**src/rtl/jmp_pkg.sv**
```systemverilog
// Shared types and constants for the JPEG marker/segment parser.
// No dependencies; used by jmp_front, jmp_back and the top module under rtl/.
package jmp_pkg;

    localparam logic [7:0] CODE_SOI = 8'hD8;
    localparam logic [7:0] CODE_EOI = 8'hD9;
    localparam logic [7:0] CODE_SOS = 8'hDA;
    localparam logic [7:0] CODE_DQT = 8'hDB;
    localparam logic [7:0] CODE_DHT = 8'hC4;
    localparam logic [7:0] BYTE_PREFIX = 8'hFF;
    localparam logic [7:0] BYTE_STUFF = 8'h00;
    localparam logic [3:0] DHT_CLASS_MAX = 4'd3;
    localparam logic [15:0] LEN_HDR = 16'd2;
    localparam logic [15:0] DQT_LAST_OFF = 16'd64;
    localparam logic [15:0] DHT_COUNT_LAST = 16'd16;
    localparam logic [16:0] DHT_FIXED = 17'd17;
    localparam logic [16:0] SOS_FIXED = 17'd4;

    typedef enum logic [2:0] {
        MODE_PREFIX,
        MODE_CODE,
        MODE_LENHI,
        MODE_LENLO,
        MODE_PAYLOAD,
        MODE_SCAN,
        MODE_SCANFF
    } mode_t;

    typedef enum logic [1:0] {
        KIND_MARKER,
        KIND_PAYLOAD,
        KIND_ENTROPY,
        KIND_STRAY
    } kind_t;

    typedef enum logic [1:0] {
        ERR_NONE,
        ERR_LEN_SHORT,
        ERR_DHT_CLASS,
        ERR_LEN_MISMATCH
    } err_t;

    typedef struct packed {
        logic [7:0] byte_in;
        logic       new_file;
    } in_item_t;

    typedef struct packed {
        kind_t       kind;
        logic [7:0]  marker_code;
        logic [15:0] payload_offset;
        logic [7:0]  byte_value;
        logic        segment_last;
        err_t        error_code;
    } out_item_t;

    // Byte as classified by the front end
    typedef struct packed {
        logic [7:0] byte_val;
        logic       new_file;
        logic       is_prefix;   // 0xFF
        logic       is_stuff;    // 0x00
        logic       is_nolen;    // SOI or EOI
        logic       below_two;   // value 0 or 1 (low length byte check)
        logic       class_bad;   // high nibble above 3 (DHT class check)
    } tok_t;

endpackage

```
**src/rtl/jmp_fifo.sv**
```systemverilog
// Small first-word-fall-through queue built from registers.
// Depends on nothing; element type and depth come from the instantiating module.
module jmp_fifo #(
    parameter type T = logic,
    parameter int DEPTH = 2
) (
    input  logic clk,
    input  logic rst_n,
    input  logic push,
    input  T     wdata,
    output logic full,
    input  logic pop,
    output T     rdata,
    output logic empty
);
    localparam int AW = (DEPTH > 1) ? $clog2(DEPTH) : 1;
    localparam int CW = $clog2(DEPTH + 1);

    T                mem_reg [DEPTH];
    logic [AW-1:0]   wr_ptr_reg, wr_ptr_next;
    logic [AW-1:0]   rd_ptr_reg, rd_ptr_next;
    logic [CW-1:0]   count_reg, count_next;
    logic            do_push, do_pop;

    assign full    = (count_reg == CW'(DEPTH));
    assign empty   = (count_reg == '0);
    assign do_push = push && !full;
    assign do_pop  = pop && !empty;
    assign rdata   = mem_reg[rd_ptr_reg];

    always_comb
    begin
        wr_ptr_next = wr_ptr_reg;
        rd_ptr_next = rd_ptr_reg;
        count_next  = count_reg;
        if (do_push)
        begin
            wr_ptr_next = (wr_ptr_reg == AW'(DEPTH - 1)) ? '0 : wr_ptr_reg + 1'b1;
        end
        if (do_pop)
        begin
            rd_ptr_next = (rd_ptr_reg == AW'(DEPTH - 1)) ? '0 : rd_ptr_reg + 1'b1;
        end
        if (do_push && !do_pop)
        begin
            count_next = count_reg + 1'b1;
        end
        else if (do_pop && !do_push)
        begin
            count_next = count_reg - 1'b1;
        end
    end

    always_ff @(posedge clk or negedge rst_n)
    begin
        if (!rst_n)
        begin
            wr_ptr_reg <= '0;
            rd_ptr_reg <= '0;
            count_reg  <= '0;
        end
        else
        begin
            wr_ptr_reg <= wr_ptr_next;
            rd_ptr_reg <= rd_ptr_next;
            count_reg  <= count_next;
        end
    end

    always_ff @(posedge clk)
    begin
        if (do_push)
        begin
            mem_reg[wr_ptr_reg] <= wdata;
        end
    end

endmodule

```
**src/rtl/jmp_front.sv**
```systemverilog
// Front end: takes input bytes, classifies them and queues them for the parser.
// Depends on jmp_pkg and jmp_fifo.
module jmp_front
    import jmp_pkg::*;
#(
    parameter int DEPTH = 2
) (
    input  logic     clk,
    input  logic     rst_n,
    input  logic     push,
    input  in_item_t item,
    output logic     full,
    output tok_t     tok,
    output logic     tok_empty,
    input  logic     tok_take
);
    tok_t cls;

    always_comb
    begin
        cls.byte_val  = item.byte_in;
        cls.new_file  = item.new_file;
        cls.is_prefix = (item.byte_in == BYTE_PREFIX);
        cls.is_stuff  = (item.byte_in == BYTE_STUFF);
        cls.is_nolen  = (item.byte_in == CODE_SOI) || (item.byte_in == CODE_EOI);
        cls.below_two = (item.byte_in[7:1] == 7'd0);
        cls.class_bad = (item.byte_in[7:4] > DHT_CLASS_MAX);
    end

    jmp_fifo #(
        .T     (tok_t),
        .DEPTH (DEPTH)
    ) u_tok_q (
        .clk   (clk),
        .rst_n (rst_n),
        .push  (push),
        .wdata (cls),
        .full  (full),
        .pop   (tok_take),
        .rdata (tok),
        .empty (tok_empty)
    );

endmodule

```
**src/rtl/jmp_back.sv**
```systemverilog
// Back end: marker/segment state machine, one classified byte per cycle while the result queue has room.
// Depends on jmp_pkg; fed by jmp_front, drains into the result queue.
module jmp_back
    import jmp_pkg::*;
(
    input  logic      clk,
    input  logic      rst_n,
    input  tok_t      tok,
    input  logic      tok_empty,
    output logic      tok_take,
    input  logic      res_full,
    output logic      res_push,
    output out_item_t res
);
    mode_t       mode_reg, mode_next;
    logic [7:0]  code_reg, code_next;
    logic [7:0]  len_hi_reg, len_hi_next;
    logic [15:0] remain_reg, remain_next;
    logic [15:0] offset_reg, offset_next;
    logic [11:0] hsum_reg, hsum_next;
    logic [7:0]  ncomp_reg, ncomp_next;
    logic        halted_reg, halted_next;

    assign tok_take = !tok_empty && !res_full;

    always_comb
    begin
        mode_t       c_mode;
        logic [7:0]  c_code;
        logic [7:0]  c_len_hi;
        logic [15:0] c_remain;
        logic [15:0] c_offset;
        logic [11:0] c_hsum;
        logic [7:0]  c_ncomp;
        logic        c_halted;
        logic        emit;
        logic        last;
        logic [7:0]  b;
        logic [15:0] len;

        // new_file puts everything back to reset before this byte
        if (tok.new_file)
        begin
            c_mode   = MODE_PREFIX;
            c_code   = '0;
            c_len_hi = '0;
            c_remain = '0;
            c_offset = '0;
            c_hsum   = '0;
            c_ncomp  = '0;
            c_halted = 1'b0;
        end
        else
        begin
            c_mode   = mode_reg;
            c_code   = code_reg;
            c_len_hi = len_hi_reg;
            c_remain = remain_reg;
            c_offset = offset_reg;
            c_hsum   = hsum_reg;
            c_ncomp  = ncomp_reg;
            c_halted = halted_reg;
        end

        b    = tok.byte_val;
        len  = {c_len_hi, b};
        last = (c_remain == 16'd1);
        emit = 1'b0;

        mode_next   = c_mode;
        code_next   = c_code;
        len_hi_next = c_len_hi;
        remain_next = c_remain;
        offset_next = c_offset;
        hsum_next   = c_hsum;
        ncomp_next  = c_ncomp;
        halted_next = c_halted;

        res.kind           = KIND_MARKER;
        res.marker_code    = c_code;
        res.payload_offset = '0;
        res.byte_value     = b;
        res.segment_last   = 1'b0;
        res.error_code     = ERR_NONE;

        if (!c_halted)
        begin
            unique case (c_mode)
                MODE_PREFIX:
                begin
                    if (tok.is_prefix)
                    begin
                        mode_next = MODE_CODE;
                    end
                    else
                    begin
                        emit     = 1'b1;
                        res.kind = KIND_STRAY;
                    end
                end
                MODE_LENHI:
                begin
                    len_hi_next = b;
                    mode_next   = MODE_LENLO;
                end
                MODE_LENLO:
                begin
                    res.kind         = KIND_PAYLOAD;
                    res.segment_last = 1'b1;
                    if ((c_len_hi == '0) && tok.below_two)
                    begin
                        emit           = 1'b1;
                        res.error_code = ERR_LEN_SHORT;
                        halted_next    = 1'b1;
                    end
                    else
                    begin
                        remain_next = len - LEN_HDR;
                        offset_next = '0;
                        hsum_next   = '0;
                        ncomp_next  = '0;
                        if (len == LEN_HDR)
                        begin
                            mode_next = (c_code == CODE_SOS) ? MODE_SCAN : MODE_PREFIX;
                            if ((c_code == CODE_DQT) || (c_code == CODE_DHT) ||
                                (c_code == CODE_SOS))
                            begin
                                emit           = 1'b1;
                                res.error_code = ERR_LEN_MISMATCH;
                            end
                        end
                        else
                        begin
                            mode_next = MODE_PAYLOAD;
                        end
                    end
                end
                MODE_PAYLOAD:
                begin
                    emit               = 1'b1;
                    res.kind           = KIND_PAYLOAD;
                    res.payload_offset = c_offset;
                    res.segment_last   = last;
                    if (c_code == CODE_DHT)
                    begin
                        if ((c_offset == '0) && tok.class_bad)
                        begin
                            res.error_code = ERR_DHT_CLASS;
                            halted_next    = 1'b1;
                        end
                        else if ((c_offset != '0) && (c_offset <= DHT_COUNT_LAST))
                        begin
                            hsum_next = c_hsum + 12'(b);
                        end
                    end
                    else if ((c_code == CODE_SOS) && (c_offset == '0))
                    begin
                        ncomp_next = b;
                    end
                    if (last && (res.error_code == ERR_NONE))
                    begin
                        if (c_code == CODE_DQT)
                        begin
                            if (c_offset != DQT_LAST_OFF)
                            begin
                                res.error_code = ERR_LEN_MISMATCH;
                            end
                        end
                        else if (c_code == CODE_DHT)
                        begin
                            if ((c_offset < DHT_COUNT_LAST) ||
                                ((17'(c_offset) + 17'd1) != (DHT_FIXED + 17'(hsum_next))))
                            begin
                                res.error_code = ERR_LEN_MISMATCH;
                            end
                        end
                        else if (c_code == CODE_SOS)
                        begin
                            if ((17'(c_offset) + 17'd1) !=
                                (SOS_FIXED + 17'({ncomp_next, 1'b0})))
                            begin
                                res.error_code = ERR_LEN_MISMATCH;
                            end
                        end
                    end
                    remain_next = c_remain - 16'd1;
                    offset_next = c_offset + 16'd1;
                    if (last && !halted_next)
                    begin
                        mode_next = (c_code == CODE_SOS) ? MODE_SCAN : MODE_PREFIX;
                    end
                end
                MODE_SCAN:
                begin
                    if (tok.is_prefix)
                    begin
                        mode_next = MODE_SCANFF;
                    end
                    else
                    begin
                        emit     = 1'b1;
                        res.kind = KIND_ENTROPY;
                    end
                end
                MODE_CODE, MODE_SCANFF:
                begin
                    if ((c_mode == MODE_SCANFF) && tok.is_stuff)
                    begin
                        // stuffed FF 00 stands for one data byte of FF
                        emit           = 1'b1;
                        res.kind       = KIND_ENTROPY;
                        res.byte_value = BYTE_PREFIX;
                        mode_next      = MODE_SCAN;
                    end
                    else
                    begin
                        emit            = 1'b1;
                        res.kind        = KIND_MARKER;
                        res.marker_code = b;
                        code_next       = b;
                        hsum_next       = '0;
                        ncomp_next      = '0;
                        mode_next       = tok.is_nolen ? MODE_PREFIX : MODE_LENHI;
                    end
                end
                default:
                begin
                    mode_next = MODE_PREFIX;
                end
            endcase
        end

        res_push = tok_take && emit;
    end

    always_ff @(posedge clk or negedge rst_n)
    begin
        if (!rst_n)
        begin
            mode_reg   <= MODE_PREFIX;
            code_reg   <= '0;
            len_hi_reg <= '0;
            remain_reg <= '0;
            offset_reg <= '0;
            hsum_reg   <= '0;
            ncomp_reg  <= '0;
            halted_reg <= 1'b0;
        end
        else if (tok_take)
        begin
            mode_reg   <= mode_next;
            code_reg   <= code_next;
            len_hi_reg <= len_hi_next;
            remain_reg <= remain_next;
            offset_reg <= offset_next;
            hsum_reg   <= hsum_next;
            ncomp_reg  <= ncomp_next;
            halted_reg <= halted_next;
        end
    end

endmodule

```
**src/rtl/jpeg_marker_segment_parser.sv**
```systemverilog
// JPEG marker/segment parser with entropy-data unstuffing.
// Each byte is registered in the token queue, then its result in the result queue.
// Throughput: one byte per cycle while the result queue has room.
// Reset (rst_n low, asynchronous): parser state cleared, both queues emptied.
// Depends on jmp_pkg, jmp_fifo, jmp_front and jmp_back.
module jpeg_marker_segment_parser
    import jmp_pkg::*;
#(
    parameter int TOK_DEPTH = 2,
    parameter int RES_DEPTH = 2
) (
    input  logic      clk,
    input  logic      rst_n,
    input  logic      push,
    output logic      full,
    input  in_item_t  item,
    output logic      empty,
    input  logic      pop,
    output out_item_t result
);
    tok_t      tok;
    logic      tok_empty;
    logic      tok_take;
    logic      res_full;
    logic      res_push;
    out_item_t res;

    jmp_front #(
        .DEPTH (TOK_DEPTH)
    ) u_front (
        .clk       (clk),
        .rst_n     (rst_n),
        .push      (push),
        .item      (item),
        .full      (full),
        .tok       (tok),
        .tok_empty (tok_empty),
        .tok_take  (tok_take)
    );

    jmp_back u_back (
        .clk       (clk),
        .rst_n     (rst_n),
        .tok       (tok),
        .tok_empty (tok_empty),
        .tok_take  (tok_take),
        .res_full  (res_full),
        .res_push  (res_push),
        .res       (res)
    );

    jmp_fifo #(
        .T     (out_item_t),
        .DEPTH (RES_DEPTH)
    ) u_res_q (
        .clk   (clk),
        .rst_n (rst_n),
        .push  (res_push),
        .wdata (res),
        .full  (res_full),
        .pop   (pop),
        .rdata (result),
        .empty (empty)
    );

    // parser never writes a result it cannot store
    a_res_room: assert property (@(posedge clk) disable iff (!rst_n)
        res_push |-> !res_full)
        else $error("result written into full queue");

    // a short length is always reported as the last payload byte of its segment
    a_short_len: assert property (@(posedge clk) disable iff (!rst_n)
        (res_push && (res.error_code == ERR_LEN_SHORT)) |->
            (res.segment_last && (res.kind == KIND_PAYLOAD)))
        else $error("short-length error on malformed result");

    // only payload bytes carry an offset
    a_offset_zero: assert property (@(posedge clk) disable iff (!rst_n)
        (res_push && (res.kind != KIND_PAYLOAD)) |-> (res.payload_offset == '0))
        else $error("non-payload result with nonzero offset");

endmodule
```
**config.mk**
```make
export PLATFORM = sky130hd
export DESIGN_NAME = jpeg_marker_segment_parser
export DESIGN_NICKNAME = d
export VERILOG_FILES = /design/src/rtl/jmp_pkg.sv /design/src/rtl/jmp_fifo.sv /design/src/rtl/jmp_front.sv /design/src/rtl/jmp_back.sv /design/src/rtl/jpeg_marker_segment_parser.sv
export SDC_FILE = /design/constraint.sdc
export NUM_CORES = 1
export LEC_CHECK = 0
export ABC_AREA = 1
export BUFFER_PORTS_ARGS = -buffer_cell sky130_fd_sc_hd__buf_2
export CAP_MARGIN = 20
export CORE_ASPECT_RATIO = 0.9
export CORE_MARGIN = 2
export CORE_UTILIZATION = 68
export CTS_CLUSTER_SIZE = 12
export DETAILED_ROUTE_END_ITERATION = 10
export GPL_ROUTABILITY_DRIVEN = 1
export PLACE_DENSITY = 0.95
export SETUP_SLACK_MARGIN = 0.1
export SLEW_MARGIN = 40
export SYNTH_ARGS = -nofsm -noshare
export SYNTH_HDL_FRONTEND = slang
export SYNTH_SLANG_ARGS = --single-unit
```
**constraint.sdc**
```tcl
create_clock -name clk -period 9.5 [get_ports clk]
set_input_delay 1.9 -clock clk [delete_from_list [all_inputs] [get_ports clk]]
set_output_delay 1.9 -clock clk [all_outputs]
set_load 0.01 [all_outputs]
```
==> out/qor.txt, run 1 <==
status = complete, no violations
Worst EP required = 9.67 ns
R2R cell count = 28
initial drt markers = 1737
CTS Hold Bufs = 0
Yosys cell types = 60
RSZ-0062 raised after global routing = no
Reg-to-Reg Start = u_front.u_tok_q.rd_ptr_reg
Final period util = 56.1%
DR vias = 11100
Final nets = 1580
mapped cell area = 11500 µm²
synthesis-to-layout area growth = 8.93%
VDD IR max = 0.000187 V
Crit path buffers/inverters = 1
startpoint types = register
post-DR wirelength/cell = 19.3 µm
Worst path top cell family by delay = simple AND/OR/NAND/NOR gates
total negative slack = 0 ns
Hold Path Sink = u_back.remain_reg[8]
PD cells = 370 nW/µm²
layout cells sized above 1 = 11.4%
worst hold margin = 0.499 ns
Mean Syn Cell Area = 7.56 µm²
antenna violations before repair = 0
min Tclk post-route = 5.33 ns
Clock Sinks = 182
biggest area consumer among synthesized cells = edfxtp_1
standby leakage power = 5.88 nW
final slew viol count = 0
Synth top area share = 26.7%
reg2reg setup slack = 4.17 ns
final wirelength = 34300 µm
most used cell, CP = nand2_1
Inserted Clock Buffers = 17
post-DP HPWL = 24200 µm
Die Y = 127 µm
Async SR Flop Fraction = 44.0%
largest net degree at the start of global routing = 54
Synth Warn # = 0
CP Max Fanout = 50
first-pass GRT wire length = 54200 µm
Setup Buffers After CTS = 0
worst r2r dst = u_res_q.mem_reg[1][0]
Post-synth EDFFs = 102
Top Ports = 52
Rel. slew slack = 45.5%
Largest stage delay, worst path = 0.86 ns
Worst-Skew Late Latency = 0.46 ns
remaining antenna violation count = 0
Via-to-Cell Ratio = 6.26
# fillers = 1206
die width = 141 µm
Clock Pin Slew Worst Setup and Hold Paths = 0.07 ns
Clock Tree Buf Depth = 2
global route overflow = 0
max reg flops = 74
vias in the first global route = 10700
Crit path arrival time = 5.49 ns
syn nets = 1543
slowest CP cell = dfrtp_1
Fmax = 188 MHz
CORE AREA = 16700 µm²
Worst setup EP type = register
CTS tree = done
register area share after synthesis = 44.2%
DR pass1 iterations = 8
Final Setup Violations = 0
# port buffers = 51
Final Hold Vio Count = 0
cells after synthesis = 1516
Starting Density = 68.7%
post-CTS resize count = 0
CTS H-tree depth = 4
final core occ = 74.9%
Slew @ Worst Pin = 0.809 ns
synthesized flop and latch total = 182
diodes inserted = 0
worst hold path stage count = 2
RD Place Congestion = 1.02
clk root buf = clkbuf_16
max-cap violations = 0
DR DRC count = 0
hold path startpoint = u_back.remain_reg[8]
FP Rows = 45
top cells by area, synth = edfxtp_1 27%, dfrtp_1 17%, nand2_1 13%
leading register cell type out of synthesis = edfxtp_1
Worst Path Class, Setup = reg -> reg
Clock Skew = 0.0125 ns
total track usage = 38.8%
Die Area = 17900 µm²
Min-Delay Path Class = reg -> reg
placed cells by master (no fill, tap or decap), drive strengths merged, types with 2 or more instances in the layout:
master / instances
edfxtp: 102
buf: 62
nand2: 434
a211oi: 2
or2: 7
o21bai: 3
clkbuf: 19
xor2: 20
o221ai: 5
clkinv: 6
nor4: 10
a21oi: 68
inv: 220
o21ai: 106
a22oi: 12
dfrtp: 80
xnor2: 5
o22ai: 16
o211ai: 5
nor2: 196
o21a: 3
nand3: 93
ha: 14
nor3: 26
nand4: 22
a221oi: 12
or3: 2
a31oi: 2
cell type report:
cell class / count / area, µm² / area share (%)
clock buffers: 19 / 443 / 3.55
clock inverters: 13 / 161 / 1.29
inverters: 215 / 815 / 6.53
multi-input cells: 1075 / 5370 / 43.0
flip-flops and latches: 182 / 5060 / 40.6
well taps: 211 / 264 / 2.12
repair buffers: 62 / 368 / 2.95
logic make-up (layout without fill, tap and decap cells):
group                      count (synthesis)  after routing  synth area share [%]
xor gates and xnor gates                  25             25                  1.91
DFF                                      182            182                  44.2
adders and majority gates                 14             14                  1.53
and+or+nand+nor                          794            794                  30.7
buffers and inverters                    259            309                  9.29
AOI/OAI and AO/OA                        242            242                  12.4
worst max-delay path by stage:
stage	from	endpoint	slack [ns]	cells past startpoint
global placement	u_front.u_tok_q.rd_ptr_reg	u_res_q.mem_reg[0][0]	4.63	28
global route	u_front.u_tok_q.rd_ptr_reg	u_res_q.mem_reg[1][0]	3.68	28
CTS	u_front.u_tok_q.rd_ptr_reg	u_res_q.mem_reg[1][0]	4.32	28
floorplan	u_front.u_tok_q.rd_ptr_reg	u_res_q.mem_reg[1][0]	5.23	19
finish	u_front.u_tok_q.rd_ptr_reg	u_res_q.mem_reg[1][0]	4.17	28
detailed placement	u_front.u_tok_q.rd_ptr_reg	u_res_q.mem_reg[1][0]	4.37	28
worst min-delay path, stage by stage (launching register included):
cell     delay (ns)
dfrtp_1        0.34
o22ai_1        0.08
inv_1          0.05
synthesized netlist by cell type, types with 6 or more instances:
cell type	count
o21ai_2	6
nand3_1	83
o21ai_0	91
a22oi_1	12
nor4_1	9
nor3_1	21
buf_6	7
dfrtp_1	80
nor2_2	10
nand2_4	6
nor2_1	182
nand2_1	412
clkbuf_1	24
nand4_1	20
o21ai_1	9
edfxtp_1	102
xor2_1	20
a21oi_1	68
or2_2	6
o22ai_1	16
ha_1	14
inv_2	10
nand3_2	9
a221oi_1	12
nand2_2	15
inv_1	202
routing by layer:
layer | share of wire (%) | routed length (µm) | track usage, %
met5 | 0 | 0 | 0
met2 | 45 | 15400 | 60.7
met1 | 38 | 12900 | 50.7
met3 | 13 | 4380 | 10.1
met4 | 4.7 | 1620 | 19.2
metrics by stage:
step                worst slack [ns]  power (mW)  area [µm²]  cells
floorplan                       5.23        3.05       11500   1516
global placement                4.63        3.64       11800   1743
detailed placement              4.37        3.77       11900   1745
CTS                             4.32        4.52       12500   1777
global route                    3.68        4.88       12500   1777
finish                          4.17        4.62       12500   1777
where the power goes:
| group | leakage, nW | total (mW) | internal [mW] | switching (mW) |
|---|---|---|---|---|
| Clock | 0.291 | 0.728 | 0.382 | 0.346 |
| Sequential | 1.97 | 1.33 | 1.18 | 0.147 |
| Combinational | 3.61 | 2.56 | 0.723 | 1.84 |
| Total | 5.88 | 4.62 | 2.29 | 2.34 |
Power figures use the tool's default switching activity.
==> run 2: changes to the inputs <==
--- a/config.mk
+++ b/config.mk
@@ -10,11 +10,11 @@
 export CAP_MARGIN = 20
 export CORE_ASPECT_RATIO = 0.9
 export CORE_MARGIN = 2
-export CORE_UTILIZATION = 68
+export CORE_UTILIZATION = 63
 export CTS_CLUSTER_SIZE = 12
 export DETAILED_ROUTE_END_ITERATION = 10
 export GPL_ROUTABILITY_DRIVEN = 1
-export PLACE_DENSITY = 0.95
+export PLACE_DENSITY = 0.9
 export SETUP_SLACK_MARGIN = 0.1
 export SLEW_MARGIN = 40
 export SYNTH_ARGS = -nofsm -noshare
==> constraint.sdc (replaced) <==
create_clock -name clk -period 5.6 [get_ports clk]
set_input_delay 1.12 -clock clk [delete_from_list [all_inputs] [get_ports clk]]
set_output_delay 1.12 -clock clk [all_outputs]
set_load 0.01 [all_outputs]
==> run 2 against run 1 <==
Against the previous run: clock power rose by 69%; non-clock buffer count rose by 5; maximum frequency increased by 6.7%; largest cell class unchanged.
==> out/qor.txt, run 2 (synthesis results as in run 1) <==
Clock Tree Buf Depth = 2
commonest non-fill, non-tap cell in the layout = nand2_1
CTS tree = done
reg2reg setup slack = 0.61 ns
status = complete, no violations
Largest stage delay, worst path = 0.87 ns
post-DP HPWL = 23100 µm
Reg-to-Reg Start = u_front.u_tok_q.rd_ptr_reg
final slew viol count = 0
placed inst area = 11900 µm²
die width = 146 µm
diodes inserted = 0
initial drt markers = 1324
RSZ-0062 raised after global routing = no
max reg flops = 74
Die Area = 19300 µm²
Worst path top cell family by delay = simple AND/OR/NAND/NOR gates
first-pass GRT wire length = 52000 µm
Flop pwr share = 28.8%
post-DR wirelength/cell = 18.0 µm
Worst-Skew Late Latency = 0.45 ns
Final Setup Violations = 0
Final nets = 1585
synthesis-to-layout area growth = 9.59%
clk root buf = clkbuf_16
CTS Hold Bufs = 0
R2R cell count = 28
area of the multi-input gates = 5370 µm²
worst hold margin = 0.506 ns
DP Worst Slack = 0.735 ns
startpoint types = register
clock power share = 15.9%
DR vias = 11000
remaining antenna violation count = 0
Worst EP required = 5.77 ns
DR pass1 iterations = 9
Fmax = 200 MHz
total track usage = 34.0%
Hold Path Sink = u_back.remain_reg[14]
layout cells sized above 1 = 11.7%
CP Max Fanout = 31
post-CTS resize count = 0
global route overflow = 0
FP Rows = 46
total negative slack = 0 ns
Worst Path Class, Setup = reg -> reg
RD Place Congestion = 1.02
Top Ports = 52
standby leakage power = 5.90 nW
Psw = 3.89 mW
sequential cell area = 5060 µm²
slowest CP cell = dfrtp_1
CTS H-tree depth = 4
Clock Skew = 0.0142 ns
Inserted Clock Buffers = 17
worst hold path stage count = 2
antenna violations before repair = 0
CORE AREA = 17700 µm²
Setup Buffers After CTS = 0
sw frac = 50.3%
Die Y = 132 µm
PD cells = 617 nW/µm²
Rel. slew slack = 46.8%
final wirelength = 32600 µm
hold path startpoint = u_back.remain_reg[14]
internal power = 3.85 mW
most frequent cells in the layout = 412 x nand2_1, 201 x inv_1, 179 x nor2_1
# port buffers = 51
worst r2r dst = u_res_q.mem_reg[0][0]
max-cap violations = 0
Final Hold Vio Count = 0
Crit path arrival time = 5.16 ns
Overall Power = 7.75 mW
Slew @ Worst Pin = 0.799 ns
Crit path buffers/inverters = 1
Non-Filler Instances = 1811
Via-to-Cell Ratio = 6.06
VDD IR max = 0.000299 V
Final period util = 89.1%
Worst setup EP type = register
Clock Pin Slew Worst Setup and Hold Paths = 0.08 ns
Cell Count Post-Placement = 1779
DR DRC count = 0
Starting Density = 64.6%
combinational power share = 55.3%
min Tclk post-route = 4.99 ns
Final Cell Area = 12600 µm²
Final WS setup = 0.608 ns
vias in the first global route = 10100
Clock Sinks = 182
# fillers = 1388
Min-Delay Path Class = reg -> reg
most used cell, CP = nand2_1
largest net degree at the start of global routing = 49
final core occ = 70.8%
[run 2: how the worst max path moves through the flow]
stage	startpoint	to	slack (ns)	depth (start not counted)
4_1_cts	u_front.u_tok_q.rd_ptr_reg	u_res_q.mem_reg[0][0]	0.68	28
6_report	u_front.u_tok_q.rd_ptr_reg	u_res_q.mem_reg[0][0]	0.61	28
3_5_place_dp	u_front.u_tok_q.rd_ptr_reg	u_res_q.mem_reg[0][0]	0.74	28
3_3_place_gp	u_front.u_tok_q.rd_ptr_reg	u_res_q.mem_reg[0][0]	0.86	28
5_1_grt	u_front.u_tok_q.rd_ptr_reg	u_res_q.mem_reg[0][1]	0.15	28
2_1_floorplan	u_front.u_tok_q.rd_ptr_reg	u_res_q.mem_reg[1][0]	1.33	19
[run 2: worst reg2reg max path: cells and delay by family, from the launching register on]
| family | cells | cell delay, ns |
|---|---|---|
| compound gates | 1 | 0.07 |
| xor+xnor | 1 | 0.17 |
| fa+ha+maj | 2 | 0.52 |
| buf+inv | 1 | 0.15 |
| flops | 1 | 0.87 |
| simple gates | 23 | 2.94 |
[run 2: power by group through the flow]
| stage | Clock, mW | Combinational [mW] | Sequential (mW) |
|---|---|---|---|
| after floorplan | 0 | 3.00 | 2.18 |
| after global placement | 0 | 4.03 | 2.22 |
| after detailed placement | 0 | 4.13 | 2.24 |
| after CTS | 1.23 | 4.18 | 2.22 |
| after global routing | 1.27 | 4.70 | 2.27 |
| final | 1.23 | 4.29 | 2.23 |
[run 2: metal layers]
layer	vias to the layer above	track usage [%]	routed length, µm	part of all wire [%]
met3	153	9.07	3960	12
met1	4988	45.0	12500	38
met4	0	11.8	1210	3.7
met5	-	0	0	0
li1	5082	-	-	-
met2	748	54.6	14900	46
[run 2: cell type report]
type	count	share of cell area [%]
Multi-Input combinational cell	1075	42.8
Sequential cell	182	40.3
Inverter	215	6.49
Clock buffer	17	3.39
Timing Repair Buffer	67	3.21
Tap cell	240	2.39
Clock inverter	15	1.43
